$ cat src/hdl/mebt_pkg.sv
package mebt_pkg;

	// Register and field widths
	localparam int OFS_W   = 48;
	localparam int ZOOM_W  = 47;
	localparam int SIZE_W  = 13;
	localparam int LIMIT_W = 16;
	localparam int CNT_W   = 16;

	// Working width of c and z
	localparam int Z_W = 64;

	// Coordinate multiplier: pixel or size times one half of zoom
	localparam int FMUL_A_W  = 16;
	localparam int ZOOM_LO_W = 24;
	localparam int FMUL_B_W  = 24;
	localparam int FMUL_P_W  = FMUL_A_W + FMUL_B_W;

	// Iteration multiplier: 32x32 partial products into a double-width sum
	localparam int MH_W  = 32;
	localparam int PP_W  = 2 * MH_W;
	localparam int ACC_W = 2 * Z_W;

	// Queue between front and back
	localparam int QDEPTH = 2;
	localparam int QPTR_W = $clog2(QDEPTH);
	localparam int QCNT_W = $clog2(QDEPTH + 1);

	// Register port
	localparam int PADDR_W = 6;
	localparam int PDATA_W = 64;
	localparam int REG_LSB = 3;

	// Saturation of the pixel term, +-2^61
	localparam logic signed [Z_W:0] T_LIM   = 65'sh0_2000_0000_0000_0000;
	localparam logic signed [Z_W:0] T_LIM_N = -T_LIM;

	// Reset values
	localparam logic [ZOOM_W-1:0]  ZOOM_RST   = 47'h10_0000_0000;
	localparam logic [SIZE_W-1:0]  WIDTH_RST  = 13'd1024;
	localparam logic [SIZE_W-1:0]  HEIGHT_RST = 13'd768;
	localparam logic [LIMIT_W-1:0] LIMIT_RST  = 16'd256;

	typedef enum logic [2:0] {
		REG_OFFSET_X = 3'd0,
		REG_OFFSET_Y = 3'd1,
		REG_ZOOM     = 3'd2,
		REG_WIDTH    = 3'd3,
		REG_HEIGHT   = 3'd4,
		REG_LIMIT    = 3'd5
	} reg_idx_t;

	typedef struct packed {
		logic signed [OFS_W-1:0] offset_x;
		logic signed [OFS_W-1:0] offset_y;
		logic [ZOOM_W-1:0]       zoom;
		logic [SIZE_W-1:0]       frame_w;
		logic [SIZE_W-1:0]       frame_h;
		logic [LIMIT_W-1:0]      iteration_limit;
	} cfg_t;

	typedef struct packed {
		logic signed [Z_W-1:0] cr;
		logic signed [Z_W-1:0] ci;
	} coord_t;

	typedef struct packed {
		logic empty;
		logic full;
	} qstat_t;

	typedef enum logic [1:0] {
		F_IDLE,
		F_RUN,
		F_PUSH
	} front_state_t;

	typedef enum logic [1:0] {
		B_IDLE,
		B_TEST,
		B_MUL
	} back_state_t;

endpackage

$ cat src/hdl/mebt_queue.sv
module mebt_queue (
	input  logic             clk,
	input  logic             arst_n,
	input  logic             push,
	input  mebt_pkg::coord_t push_data,
	input  logic             pop,
	output mebt_pkg::coord_t pop_data,
	output mebt_pkg::qstat_t qstat
);
	import mebt_pkg::*;

	coord_t            mem_q [QDEPTH];
	logic [QPTR_W-1:0] wp_q, rp_q;
	logic [QCNT_W-1:0] cnt_q;
	logic              do_push, do_pop;

	assign qstat.empty = (cnt_q == '0);
	assign qstat.full  = (cnt_q == QCNT_W'(QDEPTH));
	assign do_push     = push && !qstat.full;
	assign do_pop      = pop && !qstat.empty;
	assign pop_data    = mem_q[rp_q];

	always_ff @(posedge clk or negedge arst_n) begin
		if (!arst_n) begin
			wp_q  <= '0;
			rp_q  <= '0;
			cnt_q <= '0;
		end else begin
			if (do_push)
				wp_q <= wp_q + QPTR_W'(1);
			if (do_pop)
				rp_q <= rp_q + QPTR_W'(1);
			if (do_push && !do_pop)
				cnt_q <= cnt_q + QCNT_W'(1);
			else if (do_pop && !do_push)
				cnt_q <= cnt_q - QCNT_W'(1);
		end
	end

	always_ff @(posedge clk) begin
		if (do_push)
			mem_q[wp_q] <= push_data;
	end

endmodule

$ cat config.mk
export PLATFORM = sky130hd
export DESIGN_NAME = mebt_queue
export DESIGN_NICKNAME = d
export VERILOG_FILES = /design/src/hdl/mebt_pkg.sv /design/src/hdl/mebt_queue.sv
export SDC_FILE = /design/constraint.sdc
export NUM_CORES = 1
export LEC_CHECK = 0
export BUFFER_PORTS_ARGS = -buffer_cell sky130_fd_sc_hd__buf_2
export CORE_UTILIZATION = 55
export DETAILED_ROUTE_END_ITERATION = 16
export MAX_ROUTING_LAYER = met4
export PLACE_DENSITY = 0.83
export SLEW_MARGIN = 5
export SYNTH_ARGS = -nofsm -noshare
export SYNTH_HDL_FRONTEND = slang
export SYNTH_SLANG_ARGS = --single-unit
export TNS_END_PERCENT = 20
$ cat constraint.sdc
create_clock -name clk -period 14.7 [get_ports clk]
set_input_delay 2.94 -clock clk [delete_from_list [all_inputs] [get_ports clk]]
set_output_delay 2.94 -clock clk [all_outputs]
set_load 0.02 [all_outputs]
==> impl_metrics.ini <==
[logic_synthesis]
avgSynthCellArea_um2 = 22.73
synth_fp_nets = 550
synth_top_cells_by_area = edfxtp_1 81%, mux2_2 15%, buf_6 1.5%
synth_seq_cells = 260
seq_area_frac_synth_pct = 82.18
synth_warnings = 0
yosys.area.top_type = edfxtp_1
yosysTopAreaCellShare_pct = 81.12
syn_inst = 417
synth_area_um2 = 9477
synth_cell_type_count = 14

[cts]
insertion_delay_ns = 0.51
hold_buffers = 0
root_buffer = clkbuf_16
clock-sinks = 260
h-tree-depth = 1
cts_buffers = 25
clockBufferDepth = 3
cts_resized = 0
cts_tree = done
cts_setup_buffers = 0
clk_pin_slew_ns = 0.05

[cells_and_area]
seq_area_um2 = 7791
multi_input_area_um2 = 1543
finish.instance_area_um2 = 11680
nets = 828
area_delta_synth_final_pct = 23.28
fill_cells = 1092
finish.utilization_pct = 69.95
drive_above_1_share_pct = 60.28

[detailed_routing]
drtAntennaViolNets = 0
viasPerCell = 5.216
first_iter_violations = 223
via_count = 4856
drc = 0
wl_mm = 17.02
drt_first_pass_iters = 4
wire_per_inst_um = 18.29

[power_and_ir_drop]
swShare_pct = 32.12
seq_power_share_pct = 45.1
p_sw_uw = 777.0
p_comb_share_pct = 31.4
p_int_mw = 1.642
leakagePower_nw = 4.391
pwr-share-clk_pct = 23.5
ir_drop_mv = 0.1427
p_per_area_nw_per_um2 = 207.1

[run]
maxCapViolCount = 0

[grt]
overflow = 0
grt_pass1_vias = 5217
grt_max_degree = 84
grt_use_total_pct = 19.63
antenna_found_initial = 1
grt_pass1_wl_mm = 25.95

[worst_setup_path]
path_cells = buf_4, mux2_2, buf_2
critPathBufInv = 2
crit_type = flip-flop to primary output
crit_path_top_delay_cell = dfrtp_4
arrival_ns = 2.95
startpoint_type = flip-flop
slowest_delay_ns = 0.98
critPathMaxFanout = 66
crit_family = flip-flops
setup.worst_path.end_class = primary output
cp_data_required_time_ns = 11.76

[place]
port-buffer-count = 261
dp_hpwl_mm = 11.24
gp_congestion = 0.7483
dpl_cell_area_um2 = 10950

[sta]
clock_skew_ns = 0.01771
finalSetupViolCount = 0
fin_crit_ns = 5.889
maxSlewViolCount = 0
tns_ns = 0
hold_viol = 0
max_freq_ghz = 0.1698
post-route-period-util_pct = 40.06
maxSlewHeadroom_pct = 25.83
rsz0062_at_grt = no
worstMarginPinSlew_ns = 1.112

[outcome]
status = finished, final reports clean

[floorplan]
ios = 262
die_w_um = 133.3
start_util_pct = 56.74
rows = 47
coreArea_um2 = 16700
dieArea_um2 = 17760
die-height_um = 133.3

[min_path]
worstHoldPathType = flip-flop to flip-flop
## state kept, by name, summed over array words and instances (netlist names)
name,count
mem_q,256
cnt_q,2
wp_q,1
rp_q,1
## cells in the mapped netlist
master    count
buf_6        13
ha_1          1
inv_1         2
xnor2_1       3
and3_1        1
dfrtp_1       4
nand2b_1      1
edfxtp_1    256
nand2_1       1
mux2_2      128
buf_2         1
o21ai_0       1
nor2_1        3
xor2_1        2
## power groups by stage
| stage | combinational, mW | sequential [mW] | clock (mW) |
|---|---|---|---|
| floorplan | 0.587 | 1.08 | 0 |
| global placement | 0.754 | 1.10 | 0 |
| detailed placement | 0.766 | 1.11 | 0 |
| CTS | 0.771 | 1.09 | 0.582 |
| global route | 0.803 | 1.11 | 0.607 |
| finish | 0.760 | 1.09 | 0.568 |
## cell families after synthesis
kind of cell	synth area share, %
compound gates	0.05276
xor+xnor	0.4622
fa+ha+maj	0.1320
buf+inv	1.677
flops	82.18
mux	15.21
simple gates	0.2905
## layer usage
metal	track usage [%]	part of all wire [%]	up-vias
met5	-	0	-
met4	6.692	2.3	0
met3	4.072	7.2	36
li1	-	-	2217
met2	34.55	53	215
met1	22.29	38	2388
## per-stage QoR
step                      instances  setup WS, ns  hold WS (ns)  power, mW
after floorplan                 417         5.736        0.4608      1.671
after global routing            931         8.627        0.5645      2.519
after CTS                       930         8.721        0.5325      2.447
final                           931         8.811        0.5331      2.419
after detailed placement        888         9.276        0.5176      1.875
after global placement          888         9.326        0.4972      1.850
## worst paths after layout
kind	from	to	slack (ns)	cells past startpoint
setup / recovery	rp_q	pop_data[69]	8.81	3
hold / removal	cnt_q[1]	cnt_q[1]	0.53	1
setup reg to reg	cnt_q[0]	mem_q[1][3]	12.03	3
hold reg to reg	cnt_q[1]	cnt_q[1]	0.53	1
max in group asynchronous	arst_n	rp_q	12.33	1
min in group asynchronous	arst_n	rp_q	2.23	1
## cell type report
| class | count | share of cell area (%) |
|---|---|---|
| Tap cell | 220 | 2.356 |
| Inverter | 2 | 0.06426 |
| Clock inverter | 14 | 0.7711 |
| Antenna cell | 1 | 0.02142 |
| Sequential cell | 260 | 66.69 |
| Timing Repair Buffer | 265 | 11.44 |
| Clock buffer | 28 | 5.451 |
| Multi-Input combinational cell | 141 | 13.21 |
## cells in the final DEF, fill, tap and decap left out
cell type,instances
edfxtp_1,256
clkinv_1,7
o21ai_0,1
diode_2,1
ha_1,1
and3_4,1
clkbuf_16,25
inv_6,1
bufinv_16,1
dfrtp_4,1
inv_1,2
xor2_1,2
clkbuf_1,3
buf_4,4
nor2_4,1
clkinv_2,5
nor2_1,2
xnor2_1,3
dfrtp_1,3
nand2_1,1
mux2_2,128
buf_2,261
nand2b_1,1
(Power assumes the default switching activity.)
