## src/hdl/mebt_pkg.sv

```systemverilog
package mebt_pkg;

	// Register and field widths
	localparam int OFS_W   = 48;
	localparam int ZOOM_W  = 47;
	localparam int SIZE_W  = 13;
	localparam int LIMIT_W = 16;
	localparam int CNT_W   = 16;

	// Working width of c and z
	localparam int Z_W = 64;

	// Coordinate multiplier: pixel or size times one half of zoom
	localparam int FMUL_A_W  = 16;
	localparam int ZOOM_LO_W = 24;
	localparam int FMUL_B_W  = 24;
	localparam int FMUL_P_W  = FMUL_A_W + FMUL_B_W;

	// Iteration multiplier: 32x32 partial products into a double-width sum
	localparam int MH_W  = 32;
	localparam int PP_W  = 2 * MH_W;
	localparam int ACC_W = 2 * Z_W;

	// Queue between front and back
	localparam int QDEPTH = 2;
	localparam int QPTR_W = $clog2(QDEPTH);
	localparam int QCNT_W = $clog2(QDEPTH + 1);

	// Register port
	localparam int PADDR_W = 6;
	localparam int PDATA_W = 64;
	localparam int REG_LSB = 3;

	// Saturation of the pixel term, +-2^61
	localparam logic signed [Z_W:0] T_LIM   = 65'sh0_2000_0000_0000_0000;
	localparam logic signed [Z_W:0] T_LIM_N = -T_LIM;

	// Reset values
	localparam logic [ZOOM_W-1:0]  ZOOM_RST   = 47'h10_0000_0000;
	localparam logic [SIZE_W-1:0]  WIDTH_RST  = 13'd1024;
	localparam logic [SIZE_W-1:0]  HEIGHT_RST = 13'd768;
	localparam logic [LIMIT_W-1:0] LIMIT_RST  = 16'd256;

	typedef enum logic [2:0] {
		REG_OFFSET_X = 3'd0,
		REG_OFFSET_Y = 3'd1,
		REG_ZOOM     = 3'd2,
		REG_WIDTH    = 3'd3,
		REG_HEIGHT   = 3'd4,
		REG_LIMIT    = 3'd5
	} reg_idx_t;

	typedef struct packed {
		logic signed [OFS_W-1:0] offset_x;
		logic signed [OFS_W-1:0] offset_y;
		logic [ZOOM_W-1:0]       zoom;
		logic [SIZE_W-1:0]       frame_w;
		logic [SIZE_W-1:0]       frame_h;
		logic [LIMIT_W-1:0]      iteration_limit;
	} cfg_t;

	typedef struct packed {
		logic signed [Z_W-1:0] cr;
		logic signed [Z_W-1:0] ci;
	} coord_t;

	typedef struct packed {
		logic empty;
		logic full;
	} qstat_t;

	typedef enum logic [1:0] {
		F_IDLE,
		F_RUN,
		F_PUSH
	} front_state_t;

	typedef enum logic [1:0] {
		B_IDLE,
		B_TEST,
		B_MUL
	} back_state_t;

endpackage

```

## src/hdl/mebt_front.sv

```systemverilog
module mebt_front #(
	parameter int COORD_WIDTH = 12
) (
	input  logic                   clk,
	input  logic                   arst_n,
	input  logic                   start,
	input  logic [COORD_WIDTH-1:0] pixel_x,
	input  logic [COORD_WIDTH-1:0] pixel_y,
	input  mebt_pkg::cfg_t         cfg,
	input  mebt_pkg::qstat_t       qstat,
	output logic                   busy,
	output logic                   push,
	output mebt_pkg::coord_t       push_data
);
	import mebt_pkg::*;

	localparam logic [2:0] SUB_T    = 3'd5;
	localparam logic [2:0] SUB_LAST = 3'd6;

	front_state_t state_q, state_d;
	logic         axis_q;
	logic [2:0]   sub_q;
	logic [COORD_WIDTH-1:0] px_q, py_q;
	logic [FMUL_P_W-1:0]    prod_s1;
	logic                   vld_s1, pos_s1, hi_s1;
	logic [Z_W-1:0]         pos_q, siz_q;
	logic signed [Z_W-1:0]  t_q, cr_q, ci_q;

	logic                   issue;
	logic [COORD_WIDTH-1:0] pix;
	logic [SIZE_W-1:0]      siz;
	logic [FMUL_A_W-1:0]    op_a;
	logic [FMUL_B_W-1:0]    op_b;
	logic [Z_W-1:0]         prod_shl;
	logic signed [Z_W:0]    diff;
	logic signed [Z_W-1:0]  t_sat;
	logic [OFS_W-1:0]       off;
	logic signed [Z_W-1:0]  c_val;

	always_comb begin
		pix   = axis_q ? py_q : px_q;
		siz   = axis_q ? cfg.frame_h : cfg.frame_w;
		op_a  = sub_q[1] ? FMUL_A_W'(siz) : FMUL_A_W'(pix);
		op_b  = sub_q[0] ? FMUL_B_W'(cfg.zoom[ZOOM_W-1:ZOOM_LO_W])
			: cfg.zoom[ZOOM_LO_W-1:0];
		issue = (state_q == F_RUN) && !sub_q[2];
		prod_shl = Z_W'(prod_s1) << ZOOM_LO_W;

		// pixel term minus half the image span, clamped
		diff = $signed({1'b0, pos_q}) - $signed({2'b00, siz_q[Z_W-1:1]});
		if (diff > T_LIM)
			t_sat = T_LIM[Z_W-1:0];
		else if (diff < T_LIM_N)
			t_sat = T_LIM_N[Z_W-1:0];
		else
			t_sat = diff[Z_W-1:0];

		off   = axis_q ? cfg.offset_y : cfg.offset_x;
		c_val = $signed({{(Z_W - OFS_W){off[OFS_W-1]}}, off}) + t_q;
	end

	always_comb begin
		state_d = state_q;
		push    = 1'b0;
		case (state_q)
			F_IDLE: begin
				if (start)
					state_d = F_RUN;
			end
			F_RUN: begin
				if (sub_q == SUB_LAST && axis_q)
					state_d = F_PUSH;
			end
			F_PUSH: begin
				push = !qstat.full;
				if (!qstat.full)
					state_d = F_IDLE;
			end
			default: state_d = F_IDLE;
		endcase
	end

	always_ff @(posedge clk or negedge arst_n) begin
		if (!arst_n) begin
			state_q <= F_IDLE;
			axis_q  <= 1'b0;
			sub_q   <= '0;
			vld_s1  <= 1'b0;
		end else begin
			state_q <= state_d;
			vld_s1  <= issue;
			if (state_q == F_IDLE) begin
				axis_q <= 1'b0;
				sub_q  <= '0;
			end else if (state_q == F_RUN) begin
				if (sub_q == SUB_LAST) begin
					sub_q  <= '0;
					axis_q <= !axis_q;
				end else begin
					sub_q <= sub_q + 3'd1;
				end
			end
		end
	end

	always_ff @(posedge clk) begin
		if (state_q == F_IDLE && start) begin
			px_q <= pixel_x;
			py_q <= pixel_y;
		end
		prod_s1 <= FMUL_P_W'(op_a) * FMUL_P_W'(op_b);
		pos_s1  <= !sub_q[1];
		hi_s1   <= sub_q[0];
		if (vld_s1) begin
			if (pos_s1)
				pos_q <= hi_s1 ? pos_q + prod_shl : Z_W'(prod_s1);
			else
				siz_q <= hi_s1 ? siz_q + prod_shl : Z_W'(prod_s1);
		end
		if (state_q == F_RUN && sub_q == SUB_T)
			t_q <= t_sat;
		if (state_q == F_RUN && sub_q == SUB_LAST) begin
			if (axis_q)
				ci_q <= c_val;
			else
				cr_q <= c_val;
		end
	end

	assign busy      = (state_q != F_IDLE);
	assign push_data = '{cr: cr_q, ci: ci_q};

endmodule

```

## config.mk

```make
export PLATFORM = sky130hd
export DESIGN_NAME = mebt_front
export DESIGN_NICKNAME = d
export VERILOG_FILES = /design/src/hdl/mebt_pkg.sv /design/src/hdl/mebt_front.sv
export SDC_FILE = /design/constraint.sdc
export NUM_CORES = 2
export LEC_CHECK = 0
export ABC_AREA = 0
export BUFFER_PORTS_ARGS = -buffer_cell sky130_fd_sc_hd__buf_2
export CAP_MARGIN = 20
export CORE_ASPECT_RATIO = 1.75
export CORE_MARGIN = 3
export CORE_UTILIZATION = 58
export CTS_BUF_LIST = sky130_fd_sc_hd__clkbuf_8 sky130_fd_sc_hd__clkbuf_16
export CTS_CLUSTER_DIAMETER = 50
export DETAILED_ROUTE_END_ITERATION = 7
export HOLD_SLACK_MARGIN = 0.15
export PLACE_DENSITY = 0.78
export RECOVER_POWER = 50
export SYNTH_ARGS = -nofsm -noshare
export SYNTH_HDL_FRONTEND = slang
export SYNTH_SLANG_ARGS = --single-unit
```

## constraint.sdc

```tcl
create_clock -name clk -period 12.59 [get_ports clk]
set_input_delay 1.8885 -clock clk [delete_from_list [all_inputs] [get_ports clk]]
set_output_delay 1.8885 -clock clk [all_outputs]
set_load 0.03 [all_outputs]
```

==> impl_metrics.json <==
{
  "status": "finished with violations",
  "violations": "max-capacitance violations, max-slew violations",
  "synth-async-reset-ratio": 0.01799,
  "post_cts_resized": 0,
  "rr_startpoint": "sub_q[1]$_DFFE_PN0P_",
  "period_needed_ns": 8.126,
  "ys_seq_area_frac": 0.3168,
  "drv_slew": 448,
  "worstSetupEndpointType": "flop",
  "path_delay_family": "adder cells",
  "hp-start": "sub_q[2]$_DFFE_PN0P_",
  "insertion_delay_ns": 0.61,
  "vias": 28551,
  "area_growth_pct": 10.30,
  "post-synth-top-area-cell": "edfxtp_1",
  "grt_pass1_wl_um": 147500,
  "overflow": 0,
  "drt-wirelength-per-cell_um": 19.68,
  "cp_data_required_time_ns": 13.05,
  "cp_num_buf_inv": 4,
  "rsz0062_at_grt": "no",
  "pin_count": 344,
  "synth_top_area_share": 0.2899,
  "clock-sinks": 389,
  "coreArea_um2": 60450,
  "cts_hold_buf": 0,
  "place.gp.congestion": 0.9466,
  "cts_buffers": 40,
  "synth-simple-area-share": 0.1536,
  "hold-path-cell-count": 1,
  "fin_area_um2": 39190,
  "slew_headroom": -1.301,
  "synth.area.top_cells": "edfxtp_1 29%, fa_1 14%, ha_1 9.9%, inv_1 4.3%, nand2_1 4.0%",
  "dp_hpwl_um": 75450,
  "yosys_warnings": 0,
  "synth_edf_count": 343,
  "grt_usage": 0.2919,
  "hold_violations": 0,
  "viasPerCell": 5.957,
  "clock_tree.root_cell": "clkbuf_16",
  "synthXorXnorAreaFrac": 0.04553,
  "grt_pass1_vias": 28969,
  "cts_tree": "yes",
  "dr.first_iter.drc_count": 1504,
  "die_area_um2": 64390,
  "hold_path_class": "flop to flop",
  "yosys.cell_types.count": 91,
  "reg2reg_setup_slack_ns": 4.46,
  "drive_above_1_share": 0.1318,
  "timing.fmax_mhz": 123.1,
  "ys.flop_type": "edfxtp_1",
  "cts_setup_buffers": 0,
  "cp-start-kind": "flop",
  "ant_nets": 0,
  "drt_wl_total_um": 94330,
  "worstReg2RegEnd": "prod_s1[36]$_DFF_P_",
  "grt_max_degree": 65,
  "synthMuxAreaShare": 0.04067,
  "regArea_um2": 11260,
  "cp.arrival_ns": 8.58,
  "cap_violations": 8,
  "finClkSkew_ns": 0.04411,
  "synthAdderAreaFrac": 0.2379,
  "clkSlewWorstSetupHoldPaths_ns": 0.06,
  "multi_input_area_um2": 22330,
  "mappedNetlistNets": 4441,
  "diodes": 0,
  "fillCellCount": 5043,
  "clockBufferDepth": 3,
  "nNetsFinal": 4717,
  "cpMostUsedCell": "fa_1",
  "slowest_delay_ns": 1.00,
  "cts.htree.levels": 2,
  "syn-cell-area_um2": 35530,
  "reg2reg_depth": 23,
  "io_buffers": 326,
  "placed_cell_area_um2": 37910,
  "synth_cells": 3699,
  "hold_end": "vld_s1$_DFF_PN0_",
  "worst-slew-pin-transition_ns": 3.452,
  "setup_viol": 0,
  "die_width_um": 193.1,
  "antenna_found_initial": 0,
  "worstSetupPathType": "flop to flop",
  "tns_ns": 0,
  "synth_top_family_by_area": "adder cells",
  "synth_compound_area_frac": 0.1502,
  "first_pass_iters": 7,
  "drc": 0,
  "syn_avg_cell_area_um2": 9.606,
  "crit_chain": "clkbuf_1 -> mux4_2 -> nand2_1 -> fa_1 -> fa_1 -> fa_1 -> inv_1 -> fa_1 -> inv_1 -> fa_1 -> inv_1 -> ha_1 -> nand3_1 -> a211oi_1 -> o311ai_0 -> a211oi_1 -> o21ai_0 -> a21boi_0 -> nor2_1 -> nor2_1 -> a21oi_1 -> mux2i_1 -> nand2_1",
  "slowest_stage": "clkbuf_1",
  "min_period_over_period": 0.6454,
  "initial_core_util": 0.5878,
  "fp-row-count": 119,
  "synth_seq_cells": 389,
  "cp_max_fo": 30,
  "fp.dieH_um": 333.4
}
==> synth_stat cells (12+ instances only) <==
library cell  number
o21bai_1          29
a21boi_0          12
o31ai_1           16
or3_1             19
nor2b_1           73
a21o_1           137
nand2b_1          31
a31oi_1           26
xor2_1            75
nor3_1            63
xnor2_1          107
edfxtp_1         343
nand2_1          375
a21oi_1          230
clkbuf_1         107
nand4_1           49
o21ai_0          127
inv_1            406
dfxtp_1           39
o211ai_1          19
a211oi_1          31
and2_1            62
mux2_2            81
fa_1             246
and3_1            44
ha_1             282
nor2_1           296
o21a_1            40
mux2i_1           33
nand3_1           64
==> metrics by stage <==
stage / utilization / instances / hold WS, ns / worst slack, ns
4_1_cts: 0.6496 / 4792 / 0.5422 / 4.497
2_1_floorplan: - / 3699 / 0.3454 / 4.904
3_3_place_gp: 0.6272 / 4718 / 0.5333 / 3.976
5_1_grt: 0.6483 / 4793 / 0.5700 / 3.909
6_report: 0.6483 / 4793 / 0.5403 / 4.464
3_5_place_dp: 0.6272 / 4718 / 0.5242 / 3.904
==> how the worst max path moves through the flow <==
stage                    startpoint                  end  cells past startpoint
2_1_floorplan               cfg[17]  prod_s1[36]$_DFF_P_                     27
3_3_place_gp                cfg[21]  prod_s1[36]$_DFF_P_                     23
3_5_place_dp                cfg[74]  prod_s1[36]$_DFF_P_                     24
4_1_cts                     cfg[74]  prod_s1[36]$_DFF_P_                     24
5_1_grt        sub_q[1]$_DFFE_PN0P_  prod_s1[36]$_DFF_P_                     23
6_report       sub_q[1]$_DFFE_PN0P_  prod_s1[36]$_DFF_P_                     23
==> placed cells by master, fill, tap and decap left out, types with 12 or more instances in the layout <==
master     netlist  final
o21bai_1        29     29
nor2_1         296    294
ha_1           282    282
a31oi_1         26     26
a211oi_1        31     31
dfxtp_1         39     38
nand3_1         64     64
edfxtp_1       343    343
nor2b_1         73     73
fa_1           246    246
mux2i_1         33     33
o21ai_0        127    127
xnor2_1        107    107
a21o_1         137    137
nor3_1          63     63
xor2_1          75     75
nand4_1         49     49
inv_1          406    412
nand2b_1        31     31
and2_1          62     58
nand2_1        375    375
a21boi_0        12     12
o211ai_1        19     19
buf_2            2    315
mux2_2          81     81
o21a_1          40     40
or3_1           19     19
clkbuf_1       107     22
o31ai_1         16     16
a21oi_1        230    230
and3_1          44     44
clkbuf_16        0     40
==> metal layers <==
layer | track usage | part of all wire
met1 | 0.2981 | 0.34
met2 | 0.5542 | 0.53
met3 | 0.03365 | 0.055
met4 | 0.1787 | 0.075
met5 | 0 | 0
==> area by class of cell <==
class                           instances  area share
Timing Repair Buffer                  348     0.04444
Clock inverter                         32    0.008332
Multi-Input combinational cell       2789      0.5697
Tap cell                              786     0.02509
Sequential cell                       389      0.2872
Clock buffer                           42     0.02624
Inverter                              407     0.03898
==> worst reg2reg max path, stage by stage, from the launching register on <==
cell and delay, ns:
dfrtp_1 0.32, clkbuf_1 1.00, mux4_2 0.87, nand2_1 0.17, fa_1 0.58, fa_1 0.46, fa_1 0.54, inv_1 0.05
fa_1 0.47, inv_1 0.05, fa_1 0.52, inv_1 0.04, ha_1 0.34, nand3_1 0.11, a211oi_1 0.40, o311ai_0 0.33
a211oi_1 0.51, o21ai_0 0.21, a21boi_0 0.30, nor2_1 0.11, nor2_1 0.23, a21oi_1 0.16, mux2i_1 0.17, nand2_1 0.06
==> state kept, by name, indices dropped and copies added, names as in the netlist <==
register / flops
ci_q: 64
cr_q: 64
pos_q: 64
t_q: 64
siz_q: 63
prod_s1: 37
px_q: 12
py_q: 12
sub_q: 3
state_q: 2
axis_q: 1
hi_s1: 1
pos_s1: 1
vld_s1: 1
==> logic make-up after synthesis <==
logic type	count (synthesis)
simple gates	1150
compound gates	803
fa+ha+maj	528
buf+inv	521
flops	389
xor+xnor	183
mux	125
Power is not shown: default switching activity piles up to over one toggle a cycle in this logic, so the estimate is an artifact.
